### config.mk
export PLATFORM = sky130hd
export DESIGN_NAME = pin_mux_allocator_top
export DESIGN_NICKNAME = d
export VERILOG_FILES = /design/src/rtl/pma_pkg.sv /design/src/rtl/pma_ram.sv /design/src/rtl/pin_mux_allocator_top.sv
export SDC_FILE = /design/constraint.sdc
export NUM_CORES = 1
export LEC_CHECK = 0
export ABC_AREA = 1
export BUFFER_PORTS_ARGS = -buffer_cell sky130_fd_sc_hd__buf_2
export CAP_MARGIN = 10
export CORE_MARGIN = 10
export CORE_UTILIZATION = 40
export CTS_CLUSTER_DIAMETER = 200
export DETAILED_ROUTE_END_ITERATION = 7
export PLACE_DENSITY = 0.62
export SETUP_SLACK_MARGIN = 0.4
export SLEW_MARGIN = 20
export SYNTH_ARGS = -nofsm -noshare
export SYNTH_HDL_FRONTEND = slang
export SYNTH_SLANG_ARGS = --single-unit
### constraint.sdc
create_clock -name clk_i -period 6.2 [get_ports clk_i]
set_clock_uncertainty 0.05 [all_clocks]
set_input_delay 0 -clock clk_i [delete_from_list [all_inputs] [get_ports clk_i]]
set_output_delay 0 -clock clk_i [all_outputs]
set_load 0.02 [all_outputs]
### src/rtl/pma_pkg.sv
// Shared types, constants and helpers of the pin-mux allocator.
// Used by pin_mux_allocator_top and its testbench; depends on nothing.
package pma_pkg;

  localparam int unsigned PORT_COUNT_DEF       = 3;
  localparam int unsigned PINS_PER_PORT_DEF    = 16;
  localparam int unsigned REMAP_WORD_COUNT_DEF = 8;

  localparam logic [3:0] MODE_FLOATING_INPUT = 4'h4;
  localparam logic [5:0] ALT_USERS_MAX       = 6'd63;
  localparam logic [4:0] PORT_USERS_MAX      = 5'd31;

  // Request kinds.
  localparam logic MODE_CLAIM   = 1'b0;
  localparam logic MODE_RELEASE = 1'b1;

  typedef enum logic [2:0] {
    ST_OK        = 3'd0,
    ST_BAD_PORT  = 3'd1,
    ST_PIN_BUSY  = 3'd2,
    ST_PIN_FREE  = 3'd3,
    ST_REMAP_BAD = 3'd4,
    ST_ALT_UNDER = 3'd5
  } status_e;

  typedef enum logic [1:0] {
    FSM_IDLE = 2'b01,
    FSM_EXEC = 2'b10
  } fsm_e;

  typedef struct packed {
    logic       mode;
    logic [1:0] port_index;
    logic [3:0] pin_number;
    logic [3:0] pin_function;
    logic       remap_present;
    logic [2:0] remap_word;
    logic [4:0] field_position;
    logic [3:0] field_width;
    logic [3:0] remap_value;
  } req_t;

  // Alternate function: bit 3 set and the two low bits not both zero.
  function automatic logic is_alternate(input logic [3:0] f);
    return f[3] && (f[1:0] != 2'b00);
  endfunction

endpackage

### src/rtl/pma_ram.sv
// Generic single-write, single-read RAM with a registered read port.
// Stand-alone; instanced by pin_mux_allocator_top.
module pma_ram #(
  parameter int unsigned WIDTH = 8,
  parameter int unsigned DEPTH = 16,
  localparam int unsigned AW = (DEPTH > 1) ? $clog2(DEPTH) : 1
) (
  input  logic             clk_i,
  input  logic             we_i,
  input  logic [AW-1:0]    waddr_i,
  input  logic [WIDTH-1:0] wdata_i,
  input  logic             re_i,
  input  logic [AW-1:0]    raddr_i,
  output logic [WIDTH-1:0] rdata_o
);

  logic [WIDTH-1:0] mem_q [DEPTH];
  logic [WIDTH-1:0] rdata_q;

  always_ff @(posedge clk_i) begin
    if (we_i) begin
      mem_q[waddr_i] <= wdata_i;
    end
    if (re_i) begin
      rdata_q <= mem_q[raddr_i];
    end
  end

  assign rdata_o = rdata_q;

endmodule

### src/rtl/pin_mux_allocator_top.sv
// Pin-mux allocator: claims and releases pins of several GPIO ports.
// Requests are registered at accept; the result is registered when the EXEC state
// fires with the output register free. A new request is taken only once the last one has executed, as the
// pin-mode RAM and the remap-word RAM are read at accept and written back in EXEC.
// Reset clears ownership, user counts and remap valid bits at once; no RAM sweep
// is needed, since an unowned pin or an unwritten remap word reads as its reset value.
// Depends on pma_pkg and pma_ram.
module pin_mux_allocator_top #(
  parameter int unsigned PORT_COUNT       = pma_pkg::PORT_COUNT_DEF,
  parameter int unsigned PINS_PER_PORT    = pma_pkg::PINS_PER_PORT_DEF,
  parameter int unsigned REMAP_WORD_COUNT = pma_pkg::REMAP_WORD_COUNT_DEF
) (
  input  logic        clk_i,
  input  logic        rst_ni,
  input  logic        in_valid_i,
  output logic        in_ready_o,
  input  logic        mode_i,
  input  logic [1:0]  port_index_i,
  input  logic [3:0]  pin_number_i,
  input  logic [3:0]  pin_function_i,
  input  logic        remap_present_i,
  input  logic [2:0]  remap_word_i,
  input  logic [4:0]  field_position_i,
  input  logic [3:0]  field_width_i,
  input  logic [3:0]  remap_value_i,
  output logic        out_valid_o,
  input  logic        out_ready_i,
  output logic [2:0]  status_o,
  output logic [2:0]  port_clocks_o,
  output logic        alt_clock_o,
  output logic [3:0]  mode_nibble_o,
  output logic [31:0] remap_contents_o
);

  localparam int unsigned PIN_DEPTH = PORT_COUNT * PINS_PER_PORT;
  localparam int unsigned PA_W   = (PIN_DEPTH > 1) ? $clog2(PIN_DEPTH) : 1;
  localparam int unsigned RW_W   = (REMAP_WORD_COUNT > 1) ? $clog2(REMAP_WORD_COUNT) : 1;
  localparam int unsigned PORT_W = (PORT_COUNT > 1) ? $clog2(PORT_COUNT) : 1;
  localparam int unsigned PIN_W  = $clog2(PINS_PER_PORT);

  pma_pkg::fsm_e state_q, state_d;
  pma_pkg::req_t req_q;

  logic [PINS_PER_PORT-1:0] pin_owned_q [PORT_COUNT];
  logic [PINS_PER_PORT-1:0] pin_owned_d [PORT_COUNT];
  logic [4:0]               users_q     [PORT_COUNT];
  logic [4:0]               users_d     [PORT_COUNT];
  logic [5:0]               alt_q, alt_d;
  logic [REMAP_WORD_COUNT-1:0] remap_vld_q, remap_vld_d;

  logic        out_valid_q;
  logic [2:0]  status_q;
  logic [2:0]  clocks_q;
  logic        alt_clock_q;
  logic [3:0]  nibble_q;
  logic [31:0] remap_out_q;

  // Accept side: address the RAMs straight from the request ports.
  logic            accept;
  logic            in_pin_ok, in_word_ok;
  logic [7:0]      in_idx;
  assign in_ready_o = (state_q == pma_pkg::FSM_IDLE);
  assign accept     = in_valid_i && in_ready_o;
  assign in_pin_ok  = (32'(port_index_i) < PORT_COUNT) && (32'(pin_number_i) < PINS_PER_PORT);
  assign in_word_ok = 32'(remap_word_i) < REMAP_WORD_COUNT;
  assign in_idx     = 8'(port_index_i) * 8'(PINS_PER_PORT) + 8'(pin_number_i);

  // Execute side.
  logic            exec_go;
  logic            pin_ok, word_ok, owned, alt_fn, claim_ok, rel_ok;
  logic [PORT_W-1:0] psel;
  logic [PIN_W-1:0]  pbit;
  logic [RW_W-1:0]   wsel;
  logic [7:0]        idx;
  logic [3:0]        mode_rdata, cur_mode, new_mode;
  logic [31:0]       remap_rdata, cur_word, new_word;
  logic [14:0]       fmask;
  logic [31:0]       mask32, field, val32;
  logic [2:0]        status;
  logic [2:0]        clocks;

  assign exec_go = (state_q == pma_pkg::FSM_EXEC) && (!out_valid_q || out_ready_i);
  assign pin_ok  = (32'(req_q.port_index) < PORT_COUNT) &&
                   (32'(req_q.pin_number) < PINS_PER_PORT);
  assign word_ok = 32'(req_q.remap_word) < REMAP_WORD_COUNT;
  assign psel    = pin_ok ? req_q.port_index[PORT_W-1:0] : '0;
  assign pbit    = pin_ok ? req_q.pin_number[PIN_W-1:0] : '0;
  assign wsel    = word_ok ? req_q.remap_word[RW_W-1:0] : '0;
  assign idx     = 8'(req_q.port_index) * 8'(PINS_PER_PORT) + 8'(req_q.pin_number);
  assign owned   = pin_owned_q[psel][pbit];
  assign alt_fn  = pma_pkg::is_alternate(req_q.pin_function);

  // An unowned pin always sits at floating input, so ownership doubles as valid bit.
  assign cur_mode = owned ? mode_rdata : pma_pkg::MODE_FLOATING_INPUT;
  assign cur_word = remap_vld_q[wsel] ? remap_rdata : 32'd0;

  assign fmask  = (req_q.field_width == 4'd0) ? 15'd0 :
                  15'((16'd1 << req_q.field_width) - 16'd1);
  assign mask32 = {17'd0, fmask} << req_q.field_position;
  assign field  = (cur_word >> req_q.field_position) & {17'd0, fmask};
  assign val32  = {28'd0, req_q.remap_value};

  always_comb begin
    status   = pma_pkg::ST_OK;
    claim_ok = 1'b0;
    rel_ok   = 1'b0;
    if (!pin_ok || (req_q.remap_present && !word_ok)) begin
      status = pma_pkg::ST_BAD_PORT;
    end else if (req_q.mode == pma_pkg::MODE_CLAIM) begin
      if (owned) begin
        status = pma_pkg::ST_PIN_BUSY;
      end else begin
        claim_ok = 1'b1;
      end
    end else if (!owned) begin
      status = pma_pkg::ST_PIN_FREE;
    end else if (req_q.remap_present && (field != val32)) begin
      status = pma_pkg::ST_REMAP_BAD;
    end else if (alt_fn && (alt_q == 6'd0)) begin
      status = pma_pkg::ST_ALT_UNDER;
    end else begin
      rel_ok = 1'b1;
    end
  end

  always_comb begin
    new_mode    = cur_mode;
    new_word    = cur_word;
    pin_owned_d = pin_owned_q;
    users_d     = users_q;
    alt_d       = alt_q;
    remap_vld_d = remap_vld_q;
    if (claim_ok) begin
      new_mode = req_q.pin_function;
      pin_owned_d[psel][pbit] = 1'b1;
      if (users_q[psel] < pma_pkg::PORT_USERS_MAX) begin
        users_d[psel] = users_q[psel] + 5'd1;
      end
      if (alt_fn && (alt_q < pma_pkg::ALT_USERS_MAX)) begin
        alt_d = alt_q + 6'd1;
      end
      if (req_q.remap_present) begin
        new_word = (cur_word & ~mask32) | ((val32 << req_q.field_position) & mask32);
        remap_vld_d[wsel] = 1'b1;
      end
    end else if (rel_ok) begin
      new_mode = pma_pkg::MODE_FLOATING_INPUT;
      pin_owned_d[psel][pbit] = 1'b0;
      if (users_q[psel] != 5'd0) begin
        users_d[psel] = users_q[psel] - 5'd1;
      end
      if (alt_fn) begin
        alt_d = alt_q - 6'd1;
      end
      if (req_q.remap_present) begin
        new_word = cur_word & ~mask32;
        remap_vld_d[wsel] = 1'b1;
      end
    end
  end

  for (genvar p = 0; p < 3; p++) begin : g_clk
    if (p < PORT_COUNT) begin : g_on
      assign clocks[p] = (users_d[p] != 5'd0);
    end else begin : g_off
      assign clocks[p] = 1'b0;
    end
  end

  always_comb begin
    state_d = state_q;
    case (state_q)
      pma_pkg::FSM_IDLE: begin
        if (accept) state_d = pma_pkg::FSM_EXEC;
      end
      pma_pkg::FSM_EXEC: begin
        if (exec_go) state_d = pma_pkg::FSM_IDLE;
      end
      default: state_d = pma_pkg::FSM_IDLE;
    endcase
  end

  pma_ram #(
    .WIDTH(4),
    .DEPTH(PIN_DEPTH)
  ) u_mode_ram (
    .clk_i   (clk_i),
    .we_i    (exec_go && (claim_ok || rel_ok)),
    .waddr_i (idx[PA_W-1:0]),
    .wdata_i (new_mode),
    .re_i    (accept && in_pin_ok),
    .raddr_i (in_idx[PA_W-1:0]),
    .rdata_o (mode_rdata)
  );

  pma_ram #(
    .WIDTH(32),
    .DEPTH(REMAP_WORD_COUNT)
  ) u_remap_ram (
    .clk_i   (clk_i),
    .we_i    (exec_go && req_q.remap_present && (claim_ok || rel_ok)),
    .waddr_i (wsel),
    .wdata_i (new_word),
    .re_i    (accept && in_word_ok),
    .raddr_i (remap_word_i[RW_W-1:0]),
    .rdata_o (remap_rdata)
  );

  always_ff @(posedge clk_i or negedge rst_ni) begin
    if (!rst_ni) begin
      state_q     <= pma_pkg::FSM_IDLE;
      out_valid_q <= 1'b0;
      alt_q       <= '0;
      remap_vld_q <= '0;
      for (int i = 0; i < PORT_COUNT; i++) begin
        pin_owned_q[i] <= '0;
        users_q[i]     <= '0;
      end
    end else begin
      state_q <= state_d;
      if (exec_go) begin
        out_valid_q <= 1'b1;
        pin_owned_q <= pin_owned_d;
        users_q     <= users_d;
        alt_q       <= alt_d;
        remap_vld_q <= remap_vld_d;
      end else if (out_ready_i) begin
        out_valid_q <= 1'b0;
      end
    end
  end

  always_ff @(posedge clk_i) begin
    if (accept) begin
      req_q <= '{mode:           mode_i,
                 port_index:     port_index_i,
                 pin_number:     pin_number_i,
                 pin_function:   pin_function_i,
                 remap_present:  remap_present_i,
                 remap_word:     remap_word_i,
                 field_position: field_position_i,
                 field_width:    field_width_i,
                 remap_value:    remap_value_i};
    end
    if (exec_go) begin
      status_q    <= status;
      clocks_q    <= clocks;
      alt_clock_q <= (alt_d != 6'd0);
      nibble_q    <= pin_ok ? new_mode : 4'd0;
      remap_out_q <= word_ok ? new_word : 32'd0;
    end
  end

  assign out_valid_o      = out_valid_q;
  assign status_o         = status_q;
  assign port_clocks_o    = clocks_q;
  assign alt_clock_o      = alt_clock_q;
  assign mode_nibble_o    = nibble_q;
  assign remap_contents_o = remap_out_q;

endmodule
## Yosys cells after proc, flatten, opt, wreduce, memory -nomap -nowiden

Memory sizes are Yosys's and may differ from the RTL's. A register that Yosys moved wholly into a read port is not among the register bits.
Index checks and enable logic that the tools add are counted.

| word-level totals | value |
|---|---|
| bits in registers | 151 |
| memory bits (writable) | 448 |
| input port bits | 32 |
| memories | 2 |

| cells by class | value |
|---|---|
| $add $sub $neg | 7 |
| magnitude comparators | 10 |
| equal/unequal tests | 5 |
| shifts and indexed selects | 4 |
| multiplexer cells | 66 |
| bitwise operators | 10 |
| reduce and logical (&&, ||, !) cells | 28 |

Memories:

| name | words | bits a word | read ports | clocked after memory_dff | wr ports | line | source |
|---|---|---|---|---|---|---|---|
| u_remap_ram.mem_q | 8 | 32 | 1 | 1 | 1 | pma_ram.sv:17 | `logic [WIDTH-1:0] mem_q [DEPTH];` |
| u_mode_ram.mem_q | 48 | 4 | 1 | 1 | 1 | pma_ram.sv:17 |  |

Operators by type and width:

| kind | count |
|---|---|
| $mux W32 | 5 |
| $mux W48 | 2 |
| $mux W15 | 5 |
| $and A32 B32 Y32 | 2 |
| $and A48 B48 Y48 | 1 |
| $mux W16 | 3 |
| $not A48 Y48 | 1 |
| $or A48 B48 Y48 | 1 |
| $and A32 B15 Y32 | 1 |
| $bmux W16 S2 | 1 |
| $demux W16 S2 | 1 |
| $ne A32 B4 Y1 | 1 |
| $not A32 Y32 | 1 |
| $or A32 B32 Y32 | 1 |
| $shl A15 B5 Y32 | 1 |
| $shl A4 B5 Y32 | 1 |
| $shr A32 B5 Y32 | 1 |
| $bwmux W15 | 2 |
| $mux W6 | 4 |
| $mux W8 | 3 |
| $reduce_bool A5 Y1 | 4 |
| $mux W1 | 18 |
| $mux W4 | 4 |
| $mux W5 | 3 |
| 39 further kinds | 63 |

## Longest topological paths before layout

| logic depth | value |
|---|---|
| word-level depth | 15 |
| depth in mapped cells | 31 |
| gate-level depth less buffers | 29 |

## Cells and area by module

A second synthesis with hierarchy kept.

| second synthesis, totals | value |
|---|---|
| cell total of the unflattened synthesis | 3678 |
| area, all modules | 32130.8 sq um |

By module, submodules not included:

| module | instances | cells each | area an instance (sq um) | seq. area each (sq um) |
|---|---|---|---|---|
| pma_ram (u_remap_ram) | 1 | 1156 | 12192.9 | 8648.3 |
| pin_mux_allocator_top | 1 | 1812 | 11746.3 | 4135.2 |
| pma_ram (u_mode_ram) | 1 | 710 | 8191.6 | 5885.6 |

## Least setup slack after synthesis

Ideal clock, no wire load.

| path | value |
|---|---|
| kind | register to register |
| start point | reg req_q[7] (netlist bit) |
| end point | mem u_remap_ram.mem_q[1][0], enable pin |
| setup time | 0.421 ns |
| data arrival time | 4.514 ns |
| required time | 5.729 ns |
| path slack | 1.215 ns |
| cell stages (with the launch flop) | 25 |
| clock period less this slack | 4.985 ns |
| path through | edfxtp_1 clkbuf_1 nor2_1 inv_1 nor2_1 inv_1 ha_1 o211ai_1 a31oi_1 nor2_1 nor2_1 nand2_1 nand4_1 o21ai_0 nand2_1 nor2_1 nand2_1 nand2_4 nand3_2 nand2_4 nand2_4 clkinv_2 buf_4 nand3_4 nor2_1 |

| on the way | value |
|---|---|
| longest elaborated chain between the ends | 14 |
| elaborated cells between the ends (all ways) | 15 |

RTL lines:

| element | line | source |
|---|---|---|
| from (decl) | pin_mux_allocator_top.sv:42 | `pma_pkg::req_t req_q;` |
| from (signal assigned) | pin_mux_allocator_top.sv:235 | `req_q <= '{mode: mode_i,` |
| $shl A1 B4 Y15 | pin_mux_allocator_top.sv:98 | `15'((16'd1 << req_q.field_width) - 16'd1);` |
| $sub A15 B1 Y15 | pin_mux_allocator_top.sv:98 |  |
| $mux W15 (*) | pin_mux_allocator_top.sv:97 | `assign fmask = (req_q.field_width == 4'd0) ? 15'd0 :` |
| $and A32 B15 Y32 (*) | pin_mux_allocator_top.sv:100 | `assign field = (cur_word >> req_q.field_position) & {17'd0, fmask};` |
| $ne A32 B4 Y1 (*) | pin_mux_allocator_top.sv:117 | `end else if (req_q.remap_present && (field != val32)) begin` |
| $logic_and A1 B1 Y1 (*) | pin_mux_allocator_top.sv:117 |  |
| $mux W1 (*) | pin_mux_allocator_top.sv:117 |  |
| $mux W1 (*) | pin_mux_allocator_top.sv:115 | `end else if (!owned) begin` |
| $mux W1 (*) | pin_mux_allocator_top.sv:109 | `end else if (req_q.mode == pma_pkg::MODE_CLAIM) begin` |
| $mux W1 (*) | pin_mux_allocator_top.sv:107 | `if (!pin_ok \|\| (req_q.remap_present && !word_ok)) begin` |
| $logic_or A1 B1 Y1 (*) | pin_mux_allocator_top.sv:201 | `.we_i (exec_go && req_q.remap_present && (claim_ok \|\| rel_ok)),` |
| $logic_and A1 B1 Y1 (*) | pin_mux_allocator_top.sv:201 |  |
| $mux W1 (*) | pma_ram.sv:21 | `if (we_i) begin` |
| $mux W1 (implied by the code) (*) | pma_ram.sv:22 | `mem_q[waddr_i] <= wdata_i;` |
| to (decl) | pma_ram.sv:17 |  |

Every way passes the cells marked *; elsewhere a longest branch is shown, timed or not.

## Worst setup path in the final report

| path | value |
|---|---|
| start point | reg req_q[7] (netlist bit) |
| end point | mem u_remap_ram.mem_q[7][4], enable pin |

The elaborated chain is that of the path after synthesis.

==> flow_summary.ini <==
[run_status]
outcome = completed

[routing]
wl_um = 89000
drtPass1Iterations = 8
wire_per_inst_um = 21.0
drtIter0Drc = 3270
drcViolationCount = 0
avgViaCountPerCell = 5.61
antenna_left = 0
num_vias = 23807

[yosys]
synthCells = 3159
yosys_warnings = 0
synth_flop_cell = edfxtp_1
synth_cell_type_count = 54
synth_seq_cells = 635
async_reset_ff_frac = 0.126
synth_seq_area_share = 0.619
muxShareOfSynthArea = 0.00236
avgSynthCellArea_um2 = 9.55
yosys.area_share.xor_xnor = 0.00319
synth_compound_area_frac = 0.135
synth_nets = 3204
synth_top_family_by_area = simple AND/OR/NAND/NOR gates
synth_area_mm2 = 0.0302
synth_edf_count = 555
yosys.area_share.simple = 0.187
synth_adder_area_share = 0.00539

[setup_path]
critPathTopFamily = simple AND/OR/NAND/NOR gates
max_stage_delay_ns = 0.59
end_kind = flip-flop
path_buf_inv = 4
cp_cell_sequence = nor2_2 -> inv_1 -> nor2_2 -> inv_1 -> ha_1 -> o211ai_1 -> a31oi_1 -> nor2_1 -> nor2_1 -> nand2_1 -> nand4_1 -> o21ai_0 -> nand2_1 -> nor2_1 -> nand2_1 -> nand2_4 -> nand3_2 -> nand2_4 -> nand2_4 -> inv_4 -> nand3_4 -> nor2_4 -> buf_12
worstPathRequired_ns = 6.46
critical_path_arrival_ns = 5.64
crit_type = flip-flop to flip-flop
cp-start-kind = flip-flop
slowest_stage = edfxtp_1
crit_fanout = 31

[floorplanning]
core_mm2 = 0.0746
fp.dieW_um = 295
initial_utilization = 0.405
rows = 100
io-pin-count = 77
die_y_um = 295
die_area_mm2 = 0.0868

[clock_tree]
clkSinkCount = 635
cts.clk_slew.worst_paths_ns = 0.06
cts_buffer_depth = 3
cts_tree = done
numCtsBuffers = 69
post_cts_buffers = 0
clk_latency_ns = 0.65
cts-root-buf = clkbuf_16
htreeDepth = 3

[sta]
rsz0062_at_grt = false
holdWs_ns = 0.0340
period_share = 0.867
finalSetupTns_ns = 0
fin_crit_ns = 5.37
slew_headroom = 0.302
hold_viol = 0
finalSetupViolations = 0
fmax_mhz = 186
worst_pin_slew_ns = 1.05
drv_slew = 0

[finish]
fillCellCount = 7022
diodes = 0
final_cells = 4242
fin_nets = 3263
drive_gt1_frac = 0.0941
area_growth_pct = 14.1

[grt]
grt_pass1_vias = 22476
grt_pass1_wl_um = 137000
grtUsageTotal = 0.202
grt_remaining_overflow = 0
antenna_found_initial = 3
grt_start_max_net_pins = 80

[power]
ir_worst_vdd_mv = 0.214
p_leak_nw = 12.7
power_density_mw_per_mm2 = 328

[job]
cap_violations = 0

[place]
dp.cells = 4084
io_buffer_count = 76
dp_hpwl_um = 58200
gp_congestion = 1.01

[worst_hold_path]
hold_path_class = input port to flip-flop
[layer usage]
metal | vias up | global-route usage | wire length [µm]
met5 | - | 0 | 0
met4 | 0 | 0.0774 | 3260
met3 | 196 | 0.0338 | 7040
met2 | 974 | 0.306 | 39500
met1 | 11462 | 0.287 | 39100
li1 | 11175 | - | -
[synth_stat cells, drive strengths merged (4+ instances only)]
cell    number  area share
o31ai        8      0.0020
a31oi       44      0.0091
o311ai       4      0.0012
dfrtp       79       0.066
o21ai      482       0.080
nand3      207       0.035
nand4       27      0.0056
edfxtp     555        0.55
nor2       569       0.072
o221ai      13      0.0038
ha          13      0.0054
xor2         6      0.0017
nand2      549       0.069
o22ai       90       0.019
nor3        17      0.0028
o211ai      29      0.0072
mux2i        6      0.0020
clkbuf     143       0.018
xnor2        5      0.0015
inv        183       0.023
a21oi       43      0.0071
clkinv      10      0.0013
buf         39      0.0065
or2         12      0.0025
[through the flow]
stage,power (W),util,area [µm²],setup WS (ns)
finish,0.0113,0.462,34400,0.825
global route,0.0118,0.462,34400,0.458
CTS,0.0114,0.462,34400,0.493
detailed placement,0.00696,0.424,31700,0.393
global placement,0.00696,0.424,31600,0.344
floorplan,0.00632,-,30200,1.21
[worst register-to-register path, delay by kind of cell (launching register included)]
family	cells	cell delay, ns
compound gates	3	0.47
fa+ha+maj	1	0.25
buf+inv	4	0.85
flops	1	0.59
simple gates	15	2.85
[path summary, 6_finish.rpt]
kind	from	to	slack (ns)	cells after the start
worst max-delay path	req_q[7]$_DFFE_PP_	u_remap_ram.mem_q[7][4]$_DFFE_PP_	0.83	23
worst min-delay path	field_position_i[4]	req_q[12]$_DFFE_PP_	0.03	2
worst max register to register	req_q[7]$_DFFE_PP_	u_remap_ram.mem_q[7][4]$_DFFE_PP_	0.83	23
worst min register to register	remap_vld_q[1]$_DFFE_PN0P_	remap_vld_q[1]$_DFFE_PN0P_	0.41	2
max in group asynchronous	rst_ni	remap_vld_q[4]$_DFFE_PN0P_	4.97	4
min in group asynchronous	rst_ni	out_valid_o$_DFFE_PN0P_	0.39	4
[where the power goes]
group | total [W] | switching, W | internal, W
registers | 0.00503 | 0.0000978 | 0.00493
clock network | 0.00439 | 0.00181 | 0.00258
logic | 0.00189 | 0.00138 | 0.000510
[cells in the final DEF, fill, tap and decap left out, drive strengths merged, types with 13 or more instances in the layout]
| cell | count |
|---|---|
| clkbuf | 77 |
| o22ai | 90 |
| nand2 | 549 |
| o21ai | 482 |
| ha | 13 |
| o221ai | 13 |
| nand4 | 27 |
| nor2 | 569 |
| inv | 188 |
| edfxtp | 555 |
| dfrtp | 79 |
| buf | 139 |
| a21oi | 43 |
| dlygate4sd3 | 31 |
| o211ai | 29 |
| nand3 | 207 |
| a31oi | 44 |
| nor3 | 17 |
| clkinv | 40 |
[sequential cells by signal, summed over array words and instances (netlist names), named ones only]
name	cells
alt_clock_o	1
alt_q	6
mode_nibble_o	4
out_valid_o	1
port_clocks_o	3
remap_contents_o	32
remap_vld_q	8
req_q	25
state_q	2
status_o	3
u_mode_ram.mem_q	192
u_mode_ram.rdata_o	4
u_remap_ram.mem_q	256
u_remap_ram.rdata_o	32
users_q	15
wsel	3
[area by class of cell]
type | count | area, µm² | area share
Tap cell | 969 | 1210 | 0.0352
Multi-Input combinational cell | 2149 | 10100 | 0.295
Clock inverter | 49 | 642 | 0.0186
Clock buffer | 77 | 1790 | 0.0519
Timing Repair Buffer | 170 | 1240 | 0.0361
Sequential cell | 635 | 18700 | 0.542
Inverter | 193 | 729 | 0.0212
[timing repair]
| action | CTS | global route |
|---|---|---|
| hold buffers | 32 | 0 |
| resized for setup | 1 | 4 |
| setup endpoints to repair | 92 | 213 |
| pin swaps | 0 | 0 |
| hold endpoints to repair | 118 | 0 |
[cell families (layout without fill, tap and decap cells)]
group           Yosys count  count (layout)
compound gates          735             735
xor+xnor                 11              11
fa+ha+maj                13              13
buf+inv                 375             489
flops                   635             635
mux                       7               7
simple gates           1383            1383
(Power assumes the default switching activity.)
